**config.mk**
```make
export PLATFORM = sky130hd
export DESIGN_NAME = vprs_cordic_cell
export DESIGN_NICKNAME = d
export VERILOG_FILES = /design/src/rtl/view_projection_rotate_scale_macros.svh /design/src/rtl/vprs_pkg.sv /design/src/rtl/vprs_cordic_cell.sv
export SDC_FILE = /design/constraint.sdc
export NUM_CORES = 1
export LEC_CHECK = 0
export BUFFER_PORTS_ARGS = -buffer_cell sky130_fd_sc_hd__buf_2
export CAP_MARGIN = 20
export CORE_MARGIN = 1.5
export CORE_UTILIZATION = 35
export DETAILED_ROUTE_END_ITERATION = 10
export PLACE_DENSITY = 0.53
export SETUP_SLACK_MARGIN = 0.5
export SYNTH_ARGS = -nofsm -noshare
export SYNTH_HDL_FRONTEND = slang
export SYNTH_SLANG_ARGS = --single-unit
```
**constraint.sdc**
```tcl
create_clock -name clk -period 7.12 [get_ports clk]
set_clock_uncertainty 0.05 [all_clocks]
set_input_delay 0.356 -clock clk [delete_from_list [all_inputs] [get_ports clk]]
set_output_delay 0.356 -clock clk [all_outputs]
set_load 0.03 [all_outputs]
```
**src/rtl/view_projection_rotate_scale_macros.svh**
```systemverilog
// assertion macros for the view projection block
`ifndef VIEW_PROJECTION_ROTATE_SCALE_MACROS_SVH
`define VIEW_PROJECTION_ROTATE_SCALE_MACROS_SVH

`ifndef SYNTH
`define VPRS_ASSERT_IMP(lbl, ante, cons) \
  lbl: assert property (@(posedge clk) disable iff (!rst_n) (ante) |-> (cons)) \
    else $error("vprs assertion failed");
`define VPRS_ASSERT_NEXT(lbl, ante, cons) \
  lbl: assert property (@(posedge clk) disable iff (!rst_n) (ante) |=> (cons)) \
    else $error("vprs assertion failed");
`define VPRS_ASSERT_DELAY(lbl, ante, n, cons) \
  lbl: assert property (@(posedge clk) disable iff (!rst_n) (ante) |-> ##n (cons)) \
    else $error("vprs assertion failed");
`else
`define VPRS_ASSERT_IMP(lbl, ante, cons)
`define VPRS_ASSERT_NEXT(lbl, ante, cons)
`define VPRS_ASSERT_DELAY(lbl, ante, n, cons)
`endif

`endif

```
**src/rtl/vprs_pkg.sv**
```systemverilog
// shared types, constants and tables of the view projection block
package vprs_pkg;

  localparam int ROTATE_STAGES = 16;
  localparam int DIV_STEPS     = 32;
  localparam int CW            = 60;
  localparam int MW            = CW / 2;
  localparam int ZW            = 34;

  localparam logic [MW-1:0] GAIN_INV_Q30 = 30'h26DD3B6A;

  localparam int CFG_IDX_W = 3;
  localparam logic [CFG_IDX_W-1:0] CFG_ORIGIN_X    = 3'd0;
  localparam logic [CFG_IDX_W-1:0] CFG_ORIGIN_Y    = 3'd1;
  localparam logic [CFG_IDX_W-1:0] CFG_VIEW_YAW    = 3'd2;
  localparam logic [CFG_IDX_W-1:0] CFG_VIEW_EXTENT = 3'd3;
  localparam logic [CFG_IDX_W-1:0] CFG_ROTATE      = 3'd4;

  localparam logic OP_TO_FRAME = 1'b0;
  localparam logic OP_TO_WORLD = 1'b1;

  localparam logic [31:0] ATAN_TAB [32] = '{
    32'h20000000, 32'h12E4051E, 32'h09FB385B, 32'h051111D4, 32'h028B0D43, 32'h0145D7E1,
    32'h00A2F61E, 32'h00517C55, 32'h0028BE53, 32'h00145F2F, 32'h000A2F98, 32'h000517CC,
    32'h00028BE6, 32'h000145F3, 32'h0000A2FA, 32'h0000517D, 32'h000028BE, 32'h0000145F,
    32'h00000A30, 32'h00000518, 32'h0000028C, 32'h00000146, 32'h000000A3, 32'h00000051,
    32'h00000029, 32'h00000014, 32'h0000000A, 32'h00000005, 32'h00000003, 32'h00000001,
    32'h00000001, 32'h00000000
  };

  typedef struct packed {
    logic               op;
    logic signed [31:0] coord_a;
    logic signed [31:0] coord_b;
  } in_item_t;

  typedef struct packed {
    logic signed [31:0] out_a;
    logic signed [31:0] out_b;
    logic               clipped;
  } out_item_t;

  typedef struct packed {
    logic vld;
    logic op;
    logic div_en;
  } ctl_t;

  typedef struct packed {
    logic signed [CW-1:0] x;
    logic signed [CW-1:0] y;
    logic signed [ZW-1:0] z;
  } cord_t;

  typedef struct packed {
    logic [31:0] rem;
    logic [31:0] num;
    logic [31:0] q;
    logic        neg;
    logic        ovf;
  } div_lane_t;

endpackage

```
**src/rtl/vprs_cordic_cell.sv**
```systemverilog
// one rotation cell of the cordic chain
module vprs_cordic_cell import vprs_pkg::*; (
  input  logic       clk,
  input  logic       rst_n,
  input  logic [4:0] stage_idx,
  input  logic       rot_en,
  input  ctl_t       ctl_in,
  input  cord_t      cord_in,
  output ctl_t       ctl_out,
  output cord_t      cord_out
);

  ctl_t                 ctl_r;
  cord_t                cord_r;
  cord_t                cord_nxt;
  logic signed [CW-1:0] sx;
  logic signed [CW-1:0] sy;
  logic signed [ZW-1:0] atan_z;

  always_comb begin
    sx       = $signed(cord_in.y) >>> stage_idx;
    sy       = $signed(cord_in.x) >>> stage_idx;
    atan_z   = {{(ZW-32){1'b0}}, ATAN_TAB[stage_idx]};
    cord_nxt = cord_in;
    if (rot_en) begin
      if (!cord_in.z[ZW-1]) begin
        cord_nxt.x = $signed(cord_in.x) - sx;
        cord_nxt.y = $signed(cord_in.y) + sy;
        cord_nxt.z = $signed(cord_in.z) - atan_z;
      end else begin
        cord_nxt.x = $signed(cord_in.x) + sx;
        cord_nxt.y = $signed(cord_in.y) - sy;
        cord_nxt.z = $signed(cord_in.z) + atan_z;
      end
    end
  end

  always_ff @(posedge clk) begin
    if (!rst_n) begin
      ctl_r <= '0;
    end else begin
      ctl_r <= ctl_in;
    end
  end

  always_ff @(posedge clk) begin
    cord_r <= cord_nxt;
  end

  assign ctl_out  = ctl_r;
  assign cord_out = cord_r;

endmodule

```
== Yosys cells after proc, flatten, opt, wreduce, memory -nomap -nowiden ==
Memories as Yosys holds them, arrays and structs flattened.
Cells that the tools add are included.

* Register bits: 157
* ROM bits: 1024
* Output and inout bits: 157
* Memories: 1

{| class="wikitable"
|+ Memory list
! name !! words !! width !! rd ports !! clocked after Yosys merged registers in !! write ports !! line !! source
|-
| (name not given) || 32 || 32 || 1 || 0 || 0 || vprs_cordic_cell.sv:23 || <nowiki>atan_z = {{(ZW-32){1'b0}}, ATAN_TAB[stage_idx]};</nowiki>
|}

* Add/sub/neg operators: 6
* Magnitude comparators: 1
* Shift-type cells: 2
* Multiplexer cells: 4
* Bitwise logic cells: 1

{| class="wikitable"
|+ Operator list
! kind !! number
|-
| $mux W154 || 2
|-
| $add A60 B60 Y60 || 2
|-
| $sshr A60 B5 Y60 || 2
|-
| $sub A60 B60 Y60 || 2
|-
| $mux W32 || 2
|-
| $add A34 B33 Y34 || 1
|-
| $sub A34 B33 Y34 || 1
|-
| $ge A6 B6 Y1 const B || 1
|-
| $not A5 Y6 || 1
|}

== Logic depth before layout (Yosys ltp) ==
* Depth after elaboration: 7
* Depth in mapped cells: 37
* Gate-level depth less buffers: 27

== Least setup slack after synthesis ==
OpenSTA, ideal clock, no wires.

* Kind: input -> register
* From: input stage_idx[1]
* To: register cord_r, in the netlist cord_out[32]
* Data arrival time: 7.276 ns
* Path slack: -0.338 ns
* Stages on the path: 35
* Buffers on the path: 9
* Path through: clkbuf_1 -> buf_2 -> clkinv_2 -> buf_2 -> buf_2 -> clkbuf_1 -> buf_1 -> clkbuf_1 -> ha_1 -> clkbuf_1 -> or2_2 -> o211ai_1 -> o21ai_0 -> nor2_1 -> a31oi_1 -> nor3_1 -> nand2b_1 -> or2_2 -> nor2_1 -> nor2_1 -> xnor2_1 -> ha_1 -> clkbuf_1 -> and4_1 -> a221oi_1 -> o21ai_0 -> a21oi_1 -> o21ai_0 -> a41o_1 -> a21oi_1 -> a2111oi_0 -> or3_1 -> o31ai_1 -> xor2_1 -> a21oi_1

{| class="wikitable"
|+ RTL lines
! element !! line !! source
|-
| start, declared || vprs_cordic_cell.sv:5 || <nowiki>input logic [4:0] stage_idx,</nowiki>
|-
| end signal, assigned || vprs_cordic_cell.sv:47 || <nowiki>cord_r <= cord_nxt;</nowiki>
|-
| end, declared || vprs_cordic_cell.sv:14 || <nowiki>cord_t cord_r;</nowiki>
|}

==> impl_metrics.env <==
export IMPL_post_synth_top_area_cell="sky130_fd_sc_hd__dfxtp_1"
export IMPL_dieWidth_um=279
export IMPL_route_detailed_wl_per_inst_um=26.0
export IMPL_floorplan_die_height_um=279
export IMPL_synth_area_top_cells="sky130_fd_sc_hd__dfxtp_1, sky130_fd_sc_hd__mux4_2, sky130_fd_sc_hd__mux2_2, sky130_fd_sc_hd__ha_1, sky130_fd_sc_hd__xnor2_1"
export IMPL_ioPinCount=322
export IMPL_timing_hold_worst_class="input port to flip-flop"
export IMPL_io_buffer_count=321
export IMPL_final_core_utilization_pct=44.3
export IMPL_number_of_detailed_route_iterations_in_the_first_pass=6
export IMPL_met3WireLength_um=8820
export IMPL_post_route_period_util_pct=90.1
export IMPL_dieArea_um2=77800
export IMPL_timing_final_setup_violations=0
export IMPL_share_of_flip_flops_with_an_asynchronous_set_or_reset_after_synthesis_pct=0
export IMPL_ctsHtreeMaxLevel=4
export IMPL_worstSetupPathType="input port to flip-flop"
export IMPL_critical_path_required_ns=7.46
export IMPL_most_common_layout_cells="sky130_fd_sc_hd__buf_4, sky130_fd_sc_hd__buf_2, sky130_fd_sc_hd__a21oi_1"
export IMPL_design_core_area_um2=75700
export IMPL_max_freq_mhz=156
export IMPL_post_route_drc_count=0
export IMPL_worst_pin_slew_ns=0.947
export IMPL_synthesis_warning_total=0
export IMPL_routabilityCongestion=1.05
export IMPL_worst_setup_path_end_kind="flip-flop"
export IMPL_synthesis_area_per_instance_um2=8.12
export IMPL_synth_cell_area_um2=26700
export IMPL_timing_hold_violations_final=0
export IMPL_layout_drive_gt1_share_pct=33.1
export IMPL_ys_seq_area_share_pct=11.8
export IMPL_switching_fraction_pct=47.3
export IMPL_status="finished clean"
export IMPL_primary_ff_master_synth="sky130_fd_sc_hd__dfxtp_1"
export IMPL_unrepaired_setup_endpoints_after_global_routing="true"
export IMPL_clock_pin_slew_reported_for_the_worst_setup_and_hold_paths_after_clock_tree_synthesis_ns=0.07
export IMPL_dp_worst_setup_slack_ns=-0.126
export IMPL_p_clk_share_pct=13.7
export IMPL_synth_cell_type_count=105
export IMPL_worst_hold_slack_ns=0.0603
export IMPL_synthesis_nets=3620
export IMPL_grt_first_pass_wirelength_um=188000
export IMPL_cap_viol_max_count=0
export IMPL_wirelength_met1_um=52400
export IMPL_synth_edff_count=0
export IMPL_detail_route_antenna_nets=0
export IMPL_layout_commonest_cell="sky130_fd_sc_hd__buf_4"
export IMPL_finalCriticalPeriod_ns=6.41
export IMPL_slew_limit_headroom_pct=36.7
export IMPL_numCtsBuffers=17
export IMPL_maxSlewViolCount=0
export IMPL_final_net_count=4287
export IMPL_internal_power_summed_over_all_cells_mw=3.68
export IMPL_cts_sinks=157
export IMPL_comb_power_share_pct=69.3
export IMPL_synthCells=3282
export IMPL_grt_max_degree=96
export IMPL_via_count=29700
export IMPL_post_synth_top_area_fraction_pct=11.8
export IMPL_grt_overflow_total=0
export IMPL_grt_antenna_before_repair=1
export IMPL_finalWorstSetupSlack_ns=0.706
export IMPL_routed_via_density=6.02
export IMPL_floorplan_initialDensity_pct=35.2
export IMPL_drt_first_iter_violations=2723
export IMPL_power_switching_mw=3.31
export IMPL_n_antenna_cell=0
export IMPL_drt_total_wl_um=128000
export IMPL_met2RoutedLength_um=60700
export IMPL_critical_path_peak_fanout=26
export IMPL_rows=101
export IMPL_total_leakage_power_nw=14.8
export IMPL_dr_max_layer_used="met5"
export IMPL_detailed_placement_hpwl_um=103000
export IMPL_first_global_vias=28500
export IMPL_ctsLongestPathBuffers=2
export IMPL_tritoncts="built"
export IMPL_synth_ff_latch_count=157
export IMPL_cp_arrival_ns=6.75
export IMPL_vdd_ir_drop_worst_mv=0.135
export IMPL_pwr_share_seq_pct=17.0
export IMPL_layout_area_overhead_vs_synth_pct=25.9
export IMPL_p_per_area_nw_per_um2=208
export IMPL_clockRootBuffer="sky130_fd_sc_hd__clkbuf_16"
export IMPL_critPathLaunchType="input port"
export IMPL_global_route_usage_sum_pct=32.1
-- final cells by class --
type,count,area (µm²)
fill,7786,42100
tap,978,1220
clock buffer,19,443
multi-input combinational,2838,22400
timing repair buffer,865,5980
inverter,70,268
clock inverter,13,133
sequential,157,3140
-- sequential cells by signal, indices dropped and copies added, names as in the netlist --
name and flops:
cord_out 154, ctl_out 3
-- Yosys cell counts (all sizes together) (42+ instances only) --
master / n
nand3: 62
mux4: 112
o22ai: 48
mux2: 224
o21ai: 156
inv: 67
clkbuf: 119
dfxtp: 157
ha: 170
mux2i: 138
xnor2: 170
nor2: 246
a21oi: 286
buf: 98
nor2b: 42
nand2: 251
nor3: 57
a21o: 104
xor2: 100
a31oi: 57
-- what timing repair did --
item,in CTS,in global routing
endpoints found under the hold margin,4,0
setup endpoints to repair,4,39
setup buffers,0,5
pin swaps,0,8
cloned,0,2
resized for setup,2,35
hold buffers,7,0
-- power by group through the flow --
stage,Sequential [mW],Combinational (mW),Clock (mW)
finish,1.19,4.85,0.959
global route,1.22,5.20,1.03
CTS,1.20,4.79,1.00
detailed placement,1.21,4.75,0
global placement,1.21,4.77,0
floorplan,1.74,2.50,0
-- critical path, stage by stage --
cell                        delay [ns]
sky130_fd_sc_hd__buf_16           0.17
sky130_fd_sc_hd__buf_16           0.24
sky130_fd_sc_hd__buf_12           0.19
sky130_fd_sc_hd__mux4_2           0.56
sky130_fd_sc_hd__mux2_2           0.35
sky130_fd_sc_hd__nand2_1          0.09
sky130_fd_sc_hd__o2111ai_1        0.39
sky130_fd_sc_hd__a311oi_1         0.43
sky130_fd_sc_hd__o21ai_0          0.25
sky130_fd_sc_hd__buf_4            0.20
sky130_fd_sc_hd__and4b_2          0.34
sky130_fd_sc_hd__a21oi_1          0.11
sky130_fd_sc_hd__a21oi_1          0.17
sky130_fd_sc_hd__xnor2_1          0.14
sky130_fd_sc_hd__ha_1             0.26
sky130_fd_sc_hd__a21o_1           0.18
sky130_fd_sc_hd__a21o_1           0.17
sky130_fd_sc_hd__a21oi_1          0.14
sky130_fd_sc_hd__o21ai_0          0.18
sky130_fd_sc_hd__a2111oi_2        0.49
sky130_fd_sc_hd__nor2_1           0.18
sky130_fd_sc_hd__a41o_1           0.28
sky130_fd_sc_hd__a31o_2           0.29
sky130_fd_sc_hd__a31oi_1          0.21
sky130_fd_sc_hd__xnor2_1          0.08
sky130_fd_sc_hd__mux2_2           0.26
-- layer usage --
| layer | track usage (%) | up-vias |
|---|---|---|
| li1 | - | 13800 |
| met1 | 39.8 | 14300 |
| met2 | 54.2 | 1340 |
| met3 | 4.81 | 296 |
| met4 | 15.5 | 2 |
| met5 | 0 | - |
-- worst paths after layout --
kind / cells past startpoint / slack [ns] / start / endpoint
max: 26 / 0.71 / stage_idx[0] / cord_out[147]$_DFF_P_
min: 2 / 0.06 / cord_in[0] / cord_out[0]$_DFF_P_
-- through the flow --
step | setup TNS, ns | instances | cell area (µm²) | total power [mW]
after detailed placement | -0.347 | 4894 | 32700 | 5.97
after global routing | 0 | 4940 | 33600 | 7.45
after global placement | 0 | 4894 | 32700 | 5.99
final | 0 | 4940 | 33600 | 7.00
after floorplan | 0 | 3282 | 26700 | 4.24
after CTS | 0 | 4933 | 33300 | 6.99
-- logic make-up (layout without fill, tap and decap cells) --
family	count (synthesis)	count (layout)	synth area share, %
AOI/OAI and AO/OA	1022	1022	25.4
and+or+nand+nor	899	899	16.6
muxes	474	474	24.1
buffers and inverters	287	967	5.01
xor gates and xnor gates	270	270	8.87
adders and majority gates	173	173	8.20
DFF	157	157	11.8
Power figures use the tool's default switching activity.
