File: config.mk
export PLATFORM = sky130hd
export DESIGN_NAME = vprs_div_cell
export DESIGN_NICKNAME = d
export VERILOG_FILES = /design/src/rtl/view_projection_rotate_scale_macros.svh /design/src/rtl/vprs_pkg.sv /design/src/rtl/vprs_div_cell.sv
export SDC_FILE = /design/constraint.sdc
export NUM_CORES = 1
export LEC_CHECK = 0
export BUFFER_PORTS_ARGS = -buffer_cell sky130_fd_sc_hd__buf_2
export CORE_ASPECT_RATIO = 0.6
export CORE_MARGIN = 2
export CORE_UTILIZATION = 45
export DETAILED_ROUTE_END_ITERATION = 8
export GPL_ROUTABILITY_DRIVEN = 1
export GPL_TIMING_DRIVEN = 0
export PLACE_DENSITY_LB_ADDON = 0.25
export SKIP_LAST_GASP = 1
export SLEW_MARGIN = 10
export SYNTH_ARGS = -nofsm -noshare
export SYNTH_HDL_FRONTEND = slang
export SYNTH_SLANG_ARGS = --single-unit
File: constraint.sdc
create_clock -name clk -period 4 [get_ports clk]
set_clock_uncertainty 0.1 [all_clocks]
set_input_delay 0.2 -clock clk [delete_from_list [all_inputs] [get_ports clk]]
set_output_delay 0.2 -clock clk [all_outputs]
set_load 0.1 [all_outputs]
File: src/rtl/view_projection_rotate_scale_macros.svh
// assertion macros for the view projection block
`ifndef VIEW_PROJECTION_ROTATE_SCALE_MACROS_SVH
`define VIEW_PROJECTION_ROTATE_SCALE_MACROS_SVH

`ifndef SYNTH
`define VPRS_ASSERT_IMP(lbl, ante, cons) \
  lbl: assert property (@(posedge clk) disable iff (!rst_n) (ante) |-> (cons)) \
    else $error("vprs assertion failed");
`define VPRS_ASSERT_NEXT(lbl, ante, cons) \
  lbl: assert property (@(posedge clk) disable iff (!rst_n) (ante) |=> (cons)) \
    else $error("vprs assertion failed");
`define VPRS_ASSERT_DELAY(lbl, ante, n, cons) \
  lbl: assert property (@(posedge clk) disable iff (!rst_n) (ante) |-> ##n (cons)) \
    else $error("vprs assertion failed");
`else
`define VPRS_ASSERT_IMP(lbl, ante, cons)
`define VPRS_ASSERT_NEXT(lbl, ante, cons)
`define VPRS_ASSERT_DELAY(lbl, ante, n, cons)
`endif

`endif

File: src/rtl/vprs_pkg.sv
// shared types, constants and tables of the view projection block
package vprs_pkg;

  localparam int ROTATE_STAGES = 16;
  localparam int DIV_STEPS     = 32;
  localparam int CW            = 60;
  localparam int MW            = CW / 2;
  localparam int ZW            = 34;

  localparam logic [MW-1:0] GAIN_INV_Q30 = 30'h26DD3B6A;

  localparam int CFG_IDX_W = 3;
  localparam logic [CFG_IDX_W-1:0] CFG_ORIGIN_X    = 3'd0;
  localparam logic [CFG_IDX_W-1:0] CFG_ORIGIN_Y    = 3'd1;
  localparam logic [CFG_IDX_W-1:0] CFG_VIEW_YAW    = 3'd2;
  localparam logic [CFG_IDX_W-1:0] CFG_VIEW_EXTENT = 3'd3;
  localparam logic [CFG_IDX_W-1:0] CFG_ROTATE      = 3'd4;

  localparam logic OP_TO_FRAME = 1'b0;
  localparam logic OP_TO_WORLD = 1'b1;

  localparam logic [31:0] ATAN_TAB [32] = '{
    32'h20000000, 32'h12E4051E, 32'h09FB385B, 32'h051111D4, 32'h028B0D43, 32'h0145D7E1,
    32'h00A2F61E, 32'h00517C55, 32'h0028BE53, 32'h00145F2F, 32'h000A2F98, 32'h000517CC,
    32'h00028BE6, 32'h000145F3, 32'h0000A2FA, 32'h0000517D, 32'h000028BE, 32'h0000145F,
    32'h00000A30, 32'h00000518, 32'h0000028C, 32'h00000146, 32'h000000A3, 32'h00000051,
    32'h00000029, 32'h00000014, 32'h0000000A, 32'h00000005, 32'h00000003, 32'h00000001,
    32'h00000001, 32'h00000000
  };

  typedef struct packed {
    logic               op;
    logic signed [31:0] coord_a;
    logic signed [31:0] coord_b;
  } in_item_t;

  typedef struct packed {
    logic signed [31:0] out_a;
    logic signed [31:0] out_b;
    logic               clipped;
  } out_item_t;

  typedef struct packed {
    logic vld;
    logic op;
    logic div_en;
  } ctl_t;

  typedef struct packed {
    logic signed [CW-1:0] x;
    logic signed [CW-1:0] y;
    logic signed [ZW-1:0] z;
  } cord_t;

  typedef struct packed {
    logic [31:0] rem;
    logic [31:0] num;
    logic [31:0] q;
    logic        neg;
    logic        ovf;
  } div_lane_t;

endpackage

File: src/rtl/vprs_div_cell.sv
// one restoring division cell, one quotient bit per lane
module vprs_div_cell import vprs_pkg::*; (
  input  logic        clk,
  input  logic        rst_n,
  input  logic [31:0] divisor,
  input  ctl_t        ctl_in,
  input  div_lane_t   lane_a_in,
  input  div_lane_t   lane_b_in,
  output ctl_t        ctl_out,
  output div_lane_t   lane_a_out,
  output div_lane_t   lane_b_out
);

  ctl_t      ctl_r;
  div_lane_t lane_a_r;
  div_lane_t lane_b_r;

  function automatic div_lane_t div_step(input div_lane_t l, input logic [31:0] d,
                                         input logic en);
    div_lane_t   o;
    logic [32:0] trial;
    logic [32:0] diff;
    o     = l;
    trial = {l.rem, l.num[31]};
    diff  = trial - {1'b0, d};
    if (en) begin
      o.num = {l.num[30:0], 1'b0};
      if (trial >= {1'b0, d}) begin
        o.rem = diff[31:0];
        o.q   = {l.q[30:0], 1'b1};
      end else begin
        o.rem = trial[31:0];
        o.q   = {l.q[30:0], 1'b0};
      end
    end
    return o;
  endfunction

  always_ff @(posedge clk) begin
    if (!rst_n) begin
      ctl_r <= '0;
    end else begin
      ctl_r <= ctl_in;
    end
  end

  always_ff @(posedge clk) begin
    lane_a_r <= div_step(lane_a_in, divisor, ctl_in.div_en);
    lane_b_r <= div_step(lane_b_in, divisor, ctl_in.div_en);
  end

  assign ctl_out    = ctl_r;
  assign lane_a_out = lane_a_r;
  assign lane_b_out = lane_b_r;

endmodule

# == Word-level counts from Yosys, hierarchy flattened ==
# Cells that the tools add are included.
# totals
ff_bits,199
in_bits,233
out_inout_bits,199
word_cells,25
# op_classes
add_sub_neg,2
order_cmp,2
mux,6
# ops
operator,n
96-bit two-way mux,2
33-bit by 32-bit >= comparator with 1-bit output,2
32-bit two-way mux,2
32-bit subtractor,2
1-bit two-way mux,2

# == Longest topological paths before layout ==
# Gate-level depths: netlist of run 1.
# logic_depth
depth_word,3
mapped_depth,14
depth_no_buf,13

# == Worst setup path before layout of run 1 ==
# No wires, ideal clock.
# synth_path
kind,input to register
from,input divisor[19]
to,"register lane_a_r, in the netlist lane_a_out[93]"
setup_time_ps,120
arrival_ps,2626
required_ps,3780
setup_slack_ps,1155
path_stages,13
path_buffers,2
path_cell_list,inv_1 -> ha_1 -> buf_4 -> and4_4 -> and2_4 -> nand4_1 -> or4_1 -> o211ai_1 -> and3b_4 -> or2_1 -> buf_4 -> and3_4 -> a211o_1
# synth_via
elab_chain_len,3
elab_cells_between_ends,4
classes_between,add/sub: 1; order compare: 1; mux: 2
# synth_lines
item,line_no,source
start: declaration,vprs_div_cell.sv:5,"input logic [31:0] divisor,"
32-bit subtractor / 33-bit by 32-bit >= comparator with 1-bit output (equally long branches),"vprs_div_cell.sv:25, vprs_div_cell.sv:28",
32-bit two-way mux *,vprs_div_cell.sv:28,"if (trial >= {1'b0, d}) begin"
96-bit two-way mux *,vprs_div_cell.sv:26,if (en) begin
end signal: assignment,vprs_div_cell.sv:48,"lane_a_r <= div_step(lane_a_in, divisor, ctl_in.div_en);"
end: declaration,vprs_div_cell.sv:15,div_lane_t lane_a_r;
# Every way passes the cells marked *; elsewhere a longest branch is shown, timed or not.
# A chain may end at the register's enable or synchronous reset.

# == Worst setup path after layout of run 1 ==
# layout_path
from,input lane_b_in[82] (netlist bit)
to,"register lane_b_r, in the netlist lane_b_out[96]"
# layout_via
elab_chain_len,3
elab_cells_between_ends,4
classes_between,add/sub: 1; order compare: 1; mux: 2
# layout_lines
item,line_no,source
start: declaration,vprs_div_cell.sv:8,"input div_lane_t lane_b_in,"
32-bit subtractor / 33-bit by 32-bit >= comparator with 1-bit output (equally long branches),"vprs_div_cell.sv:25, vprs_div_cell.sv:28",
32-bit two-way mux *,vprs_div_cell.sv:28,
96-bit two-way mux *,vprs_div_cell.sv:26,
end signal: assignment,vprs_div_cell.sv:49,"lane_b_r <= div_step(lane_b_in, divisor, ctl_in.div_en);"
end: declaration,vprs_div_cell.sv:16,div_lane_t lane_b_r;
# Marked as above.

==> metrics.md, run 1 <==
| Metric | Value |
|---|---|
| Status | `finished, final reports clean` |
| RSZ-0062 raised after global routing | `false` |
| Worst path cell trace | `dlygate4sd3_1, buf_2, ha_1, and2_1, buf_2, nand3_1, or4_1, o41ai_1, a211oi_1, nand2b_1, buf_6, buf_6, o21ai_1, a31oi_1, dlygate4sd3_1` |
| CP max FO | `10` |
| First-pass GRT wire length | `67,920 um` |
| ANT nets after route | `0` |
| Core area | `23,130 um^2` |
| Slew margin rel. | `0.4247` |
| Die area | `24,890 um^2` |
| Final #Nets | `2,141` |
| Max Clock Freq | `0.2558 GHz` |
| Distinct cells, synth | `73` |
| Gate power share | `0.442` |
| Clock Pin Slew Worst Setup and Hold Paths | `0.09 ns` |
| Commonest register cell after synthesis | `dfxtp_1` |
| Pint | `4.036 mW` |
| I/O pin total | `432` |
| Final Wtd Congestion | `0.9346` |
| # rows | `43` |
| Vias in the first global route | `about 12k` |
| Final Slew Violations | `0` |
| DRC marker count from the first detailed-route iteration | `985` |
| Post-placement cell count | `1,874` |
| Largest net degree at the start of global routing | `20` |
| Crit path kind | `input port to flop` |
| Fraction of layout cells with a size suffix above 1 | `0.3364` |
| DP HPWL | `32,550 um` |
| Post-CTS Setup Bufs | `0` |
| Die width | `202.3 um` |
| Total power | `7.368 mW` |
| Root buf cell | `clkbuf_16` |
| Area Growth Syn to Fin | `55.03%` |
| Routed Wire Length | `46,990 um` |
| H-Tree Depth | `4` |
| Drt first pass iters | `5` |
| Wire per inst | `21.60 um` |
| Syn Inst Count | `1,128` |
| Die Span Y | `123.0 um` |
| Setup crit end kind | `flop` |
| Final setup viols | `0` |
| Sequential area share after synthesis | `0.3751` |
| Vias per cell | `5.483` |
| Hold Path Stages | `3` |
| Mapped Avg Cell Area | `9.415 um^2` |
| Num Clock Sinks | `199` |
| Post-Syn Nets | `about 1.4k` |
| Peak supply drop | `~370 uV` |
| Maximum Capacitance Violations | `0` |
| Starting Density | `0.4591` |
| Min-delay worst type | `input port to flop` |
| Total GRT Usage | `0.3617` |
| # fillers | `1,732` |
| Worst Tran Pin Value | `about 0.86 ns` |
| Sequential share of power | `0.304` |
| Final period util | `0.9772` |
| Place WS | `0.3268 ns` |
| Synthesis warning total | `0` |
| Hold EP | `lane_a_out[67]` |
| CTS Buf Count | `17` |
| Startpoint types | `input port` |
| CTS tree | `yes` |
| Sw frac | `0.4523` |
| Cell Area, Synth | `10,620 um^2` |
| Clock power frac | `0.254` |
| Final hold violation count | `0` |
| Vias post-DR | `11.93k` |
| Slowest stage delay, CP | `between 0.5 and 0.6 ns` |
| Min Tclk post-route | `3.909 ns` |
| Initial antenna violation count | `5` |
| Most common cell after layout, fill and taps aside | `buf_2` |
| Flops & latches, synth | `199` |
| Static Leak | `7.876 nW` |
| Hold path start | `lane_a_in[66]` |
| Number of synthesized flops with an enable pin | `0` |
| Final std cells w/o fill | `2,175` |
| Sequential cell area | `3984 um^2` |
| Critical Path AT | `4.20 ns` |
| NetSw | `~3.3 mW` |
| Setup TNS | `0 ns` |
| WHS | `0.03753 ns` |
| Bufs on Longest Clock Path | `2` |
| Most frequent cells in the layout | `buf_2 (435), dlygate4sd3_1 (264), dfxtp_1 (199)` |
| Fraction of registers with async set/reset | `0` |
| Final worst slack | `between 0.09 and 0.1 ns` |
| Port bufs | `431` |
| Power per standard cell area | `447.5 nW/um^2` |
| DRC Markers | `0` |
| Area of the multi-input gates | `6160 um^2` |
| Grt ovf | `0` |
| WP data required | `4.29 ns` |
| Slowest cell on the critical path | `dlygate4sd3_1` |
-- through the flow --
step	util	cell area, um^2
after floorplan	-	10620
after global placement	0.5693	13170
after detailed placement	0.5693	13170
after CTS	0.7101	16430
after global routing	0.7116	16460
final	0.7117	16460
-- synth_stat cells (all sizes together) (7+ instances only) --
cell type    n  area (um^2)
o21a         7        52.55
buf         21        167.6
inv         55        206.5
and3        15        98.84
dfxtp      199         3984
a2bb2oi      8        70.07
nor2b        8        50.05
clkbuf      32        120.1
o21bai      11        82.58
xnor2       32        280.3
o21ai       44        220.2
xor2        17        148.9
mux2i       41        410.4
a21o        40        300.3
nand3       18        90.09
nor2        93        351.6
ha          64        800.8
mux2       124         1396
nand2       60        225.2
a31oi       24        150.1
nor3        12        70.07
a21oi       98        490.5
a211oi       8        60.06
nand4       13        81.33
-- power by group through the flow --
| stage | Clock (mW) | Combinational [mW] | Sequential [mW] |
|---|---|---|---|
| after floorplan | 0 | 0.848 | 3.73 |
| after detailed placement | 0 | 2.92 | 2.27 |
| after global placement | 0 | 2.91 | 2.27 |
| after CTS | 1.83 | 3.18 | 2.23 |
| after global routing | 1.96 | 3.38 | 2.25 |
| final | 1.87 | 3.25 | 2.24 |
-- sequential cells by signal, summed over array words and instances, names as in the netlist --
signal      cells
ctl_out         3
lane_b_out     98
lane_a_out     98
-- what timing repair did --
action | CTS | global route
endpoints found under the hold margin | 196 | 0
resized for setup | 0 | 5
hold buffers | 264 | 0
endpoints found under the setup margin | 0 | 7
-- layout make-up --
class                           count  area share
Antenna cell                        5   0.0007599
Buffer                             53     0.01748
Clock buffer                       17     0.02584
Clock inverter                     15     0.01140
Inverter                           57     0.01299
Multi-Input combinational cell    819      0.3741
Sequential cell                   199      0.2420
Tap cell                          315     0.02394
Timing Repair Buffer              695      0.2915
-- metal layers --
metal	share of wire	routed length, um	track usage
met1	0.42	19750	0.4677
met5	0.00019	9	0
met4	0.039	1855	0.1501
met2	0.45	21130	0.5760
met3	0.090	4240	0.09700
-- cell families (layout without fill, tap and decap cells) --
| family | after synthesis | after routing | share of synthesized area |
|---|---|---|---|
| multiplexers | 165 | 165 | 0.1701 |
| AND/OR/NAND/NOR | 255 | 255 | 0.1157 |
| AO/OA/AOI/OAI | 284 | 284 | 0.1722 |
| flip-flops | 199 | 199 | 0.3751 |
| adder cells (fa/ha/maj) | 66 | 66 | 0.07917 |
| buffers and inverters | 110 | 837 | 0.04724 |
| other | 0 | 5 | 0 |
| XOR/XNOR | 49 | 49 | 0.04041 |
-- worst max path at each step --
stage	start	endpoint	slack, ns	depth (start not counted)
final	lane_b_in[82]	lane_b_out[96]	0.09	15
after floorplan	divisor[19]	lane_a_out[93]	1.15	13
after global placement	lane_a_in[65]	lane_a_out[96]	0.36	14
after detailed placement	lane_a_in[65]	lane_a_out[96]	0.33	14
after global routing	lane_a_in[78]	lane_a_out[79]	0.003	15
after CTS	lane_b_in[77]	lane_b_out[96]	0.11	16
-- worst max-delay path: cells and delay by family --
kind                       cells  cell delay (ns)
buffers and inverters          6             1.82
and+or+nand+nor                4             0.89
AOI/OAI and AO/OA              4             0.85
adders and majority gates      1             0.41
No activity file was read; power rests on OpenSTA's default activity.
==> run 2, diff against run 1 <==
--- a/config.mk
+++ b/config.mk
@@ -12,7 +12,7 @@
 export DETAILED_ROUTE_END_ITERATION = 8
 export GPL_ROUTABILITY_DRIVEN = 1
 export GPL_TIMING_DRIVEN = 0
-export PLACE_DENSITY_LB_ADDON = 0.25
+export PLACE_DENSITY = 0.84
 export SKIP_LAST_GASP = 1
 export SLEW_MARGIN = 10
 export SYNTH_ARGS = -nofsm -noshare
==> metrics.md, run 2 (same netlist as run 1, synthesis figures left out) <==
| Metric | Value |
|---|---|
| Status | `finished, final reports clean` |
| # rows | `43` |
| CTS Buf Count | `17` |
| Largest net degree at the start of global routing | `19` |
| Slew margin rel. | `0.4030` |
| Slowest cell on the critical path | `dlygate4sd3_1` |
| CP Launch Point | `lane_b_in[80]` |
| Final period util | `0.9831` |
| Die Span Y | `approximately 120 um` |
| Worst path bufs/invs | `6` |
| Bufs on Longest Clock Path | `2` |
| Most common cell after layout, fill and taps aside | `buf_2` |
| Root buf cell | `clkbuf_16` |
| Vias post-DR | `between 10k and 15k` |
| Core area | `about 23,000 um^2` |
| Initial antenna violation count | `6` |
| Die area | `~25,000 um^2` |
| Slowest stage delay, CP | `roughly 0.57 ns` |
| DRC marker count from the first detailed-route iteration | `roughly 1.3k` |
| WP data required | `4.23 ns` |
| Min Tclk post-route | `3.932 ns` |
| # fillers | `between 1.5k and 2k` |
| Final Wtd Congestion | `between 1 and 1.5` |
| Total GRT Usage | `0.3582` |
| Port bufs | `431` |
| Wire length on met3 | `4837 um` |
| Vias in the first global route | `roughly 12k` |
| Drt first pass iters | `6` |
| Area Growth Syn to Fin | `52.72%` |
| Sequential share of power | `0.312` |
| Final core occ | `0.7011` |
| WP depth | `16` |
| DP HPWL | `32,720 um` |
| DP Area | `13,170 um^2` |
| Die width | `202.3 um` |
| Peak supply drop | `337.3 uV` |
| Worst Tran Pin Value | `0.8955 ns` |
| CP max FO | `10` |
| Total power | `7.177 mW` |
| Final hold violation count | `0` |
| Area of the multi-input gates | `6156 um^2` |
| I/O pin total | `432` |
| Wire per inst | `21.73 um` |
| Setup crit end kind | `flop` |
| DRC Markers | `0` |
| Crit-path leading delay family | `buffers and inverters` |
| Sw frac | `0.4571` |
| Worst path cell trace | `dlygate4sd3_1, buf_2, ha_1, buf_4, and3_2, nand2_1, or4_1, a21o_1, a21boi_2, o41a_4, nand2b_1, buf_6, buf_12, mux2i_1, a21oi_1, dlygate4sd3_1` |
| H-Tree Depth | `4` |
| Static Leak | `7.771 nW` |
| Top routing layer used | `met5` |
| First-pass GRT wire length | `67,380 um` |
| Clock power frac | `0.237` |
| Power per standard cell area | `roughly 440 nW/um^2` |
| Sequential cell area | `between 3000 and 4000 um^2` |
| Min-delay worst type | `input port to flop` |
| Startpoint types | `input port` |
| Max Clock Freq | `0.2543 GHz` |
| NetSw | `3.281 mW` |
| Critical Path AT | `4.16 ns` |
| Vias per cell | `5.552` |
| Gate power share | `0.451` |
| Clock Pin Slew Worst Setup and Hold Paths | `0.08 ns` |
| Post-layout instance area | `16,220 um^2` |
| Pint | `approximately 3.9 mW` |
| CTS tree | `yes` |
| Critical Path End | `lane_b_out[80]` |
| M1 wire length | `~19,000 um` |
| Most frequent cells in the layout | `buf_2 (435), dlygate4sd3_1 (243), dfxtp_1 (199)` |
| Routed Wire Length | `46,860 um` |
| Final #Nets | `2,123` |
| Setup TNS | `0 ns` |
| ANT nets after route | `0` |
| Crit path kind | `input port to flop` |
| Num Clock Sinks | `199` |
| Final setup viols | `0` |
| Maximum Capacitance Violations | `0` |
| Critical Path Most Common Cell | `dlygate4sd3_1` |
| Final Slew Violations | `0` |
| Fraction of layout cells with a size suffix above 1 | `0.3410` |
| Starting Density | `0.4591` |
| Grt ovf | `0` |
| Met2 WL post-DR | `around 21,000 um` |
==> run 2: cell types whose count changed in the layout (fill, tap and decap cells not counted), sizes merged <==
cell,change
dlygate4sd3,-21
clkinvlp,+1
inv,-2
clkbuf,+2
buf,+3
bufinv,-2
==> run 2: how the worst min path moves through the flow <==
stage	from	endpoint	slack, ns	cells past startpoint
after global placement	lane_b_in[1]	lane_b_out[1]	0.20	1
after global routing	lane_a_in[89]	lane_a_out[90]	0.04	3
final	lane_a_in[96]	lane_a_out[97]	0.04	4
after CTS	lane_b_in[84]	lane_b_out[84]	0.002	3
after detailed placement	lane_b_in[0]	lane_b_out[0]	0.21	1
after floorplan	lane_a_in[0]	lane_a_out[0]	0.13	0
==> run 2: power by group through the flow <==
stage	Combinational (mW)	Sequential (mW)	Clock (mW)
final	3.24	2.24	1.70
after global routing	3.36	2.25	1.78
after CTS	3.15	2.23	1.70
after detailed placement	2.93	2.28	0
after global placement	2.90	2.27	0
after floorplan	0.848	3.73	0
==> run 2: per-stage QoR <==
stage / hold slack (ns) / worst slack, ns / instances
after CTS: 0.001637 / 0.1181 / 2148
after global routing: 0.03891 / -0.006906 / 2155
after detailed placement: 0.2050 / 0.3362 / 1874
after floorplan: 0.1277 / 1.155 / 1128
final: 0.04037 / 0.06771 / 2156
after global placement: 0.2022 / 0.4065 / 1874
==> run 2: cell type report <==
| type | instances | area share |
|---|---|---|
| multi-input cells | 819 | 0.3795 |
| repair buffers | 677 | 0.2843 |
| flip-flops and latches | 199 | 0.2456 |
| clock buffers | 19 | 0.02731 |
| well taps | 315 | 0.02430 |
| plain buffers | 53 | 0.01774 |
| inverters | 57 | 0.01319 |
| clock inverters | 12 | 0.007174 |
| diodes | 5 | 0.0007714 |
==> run 2: routing by layer <==
layer,track usage,up-vias
met5,0,-
met4,0.1542,4
met3,0.1162,162
met2,0.5719,732
met1,0.4477,5633
li1,-,5440
==> run 2: what timing repair did <==
item	4_1_cts	5_1_grt
hold endpoints to repair	192	0
hold buffers	243	0
endpoints found under the setup margin	0	2
resized for setup	0	5
setup buffers	0	3
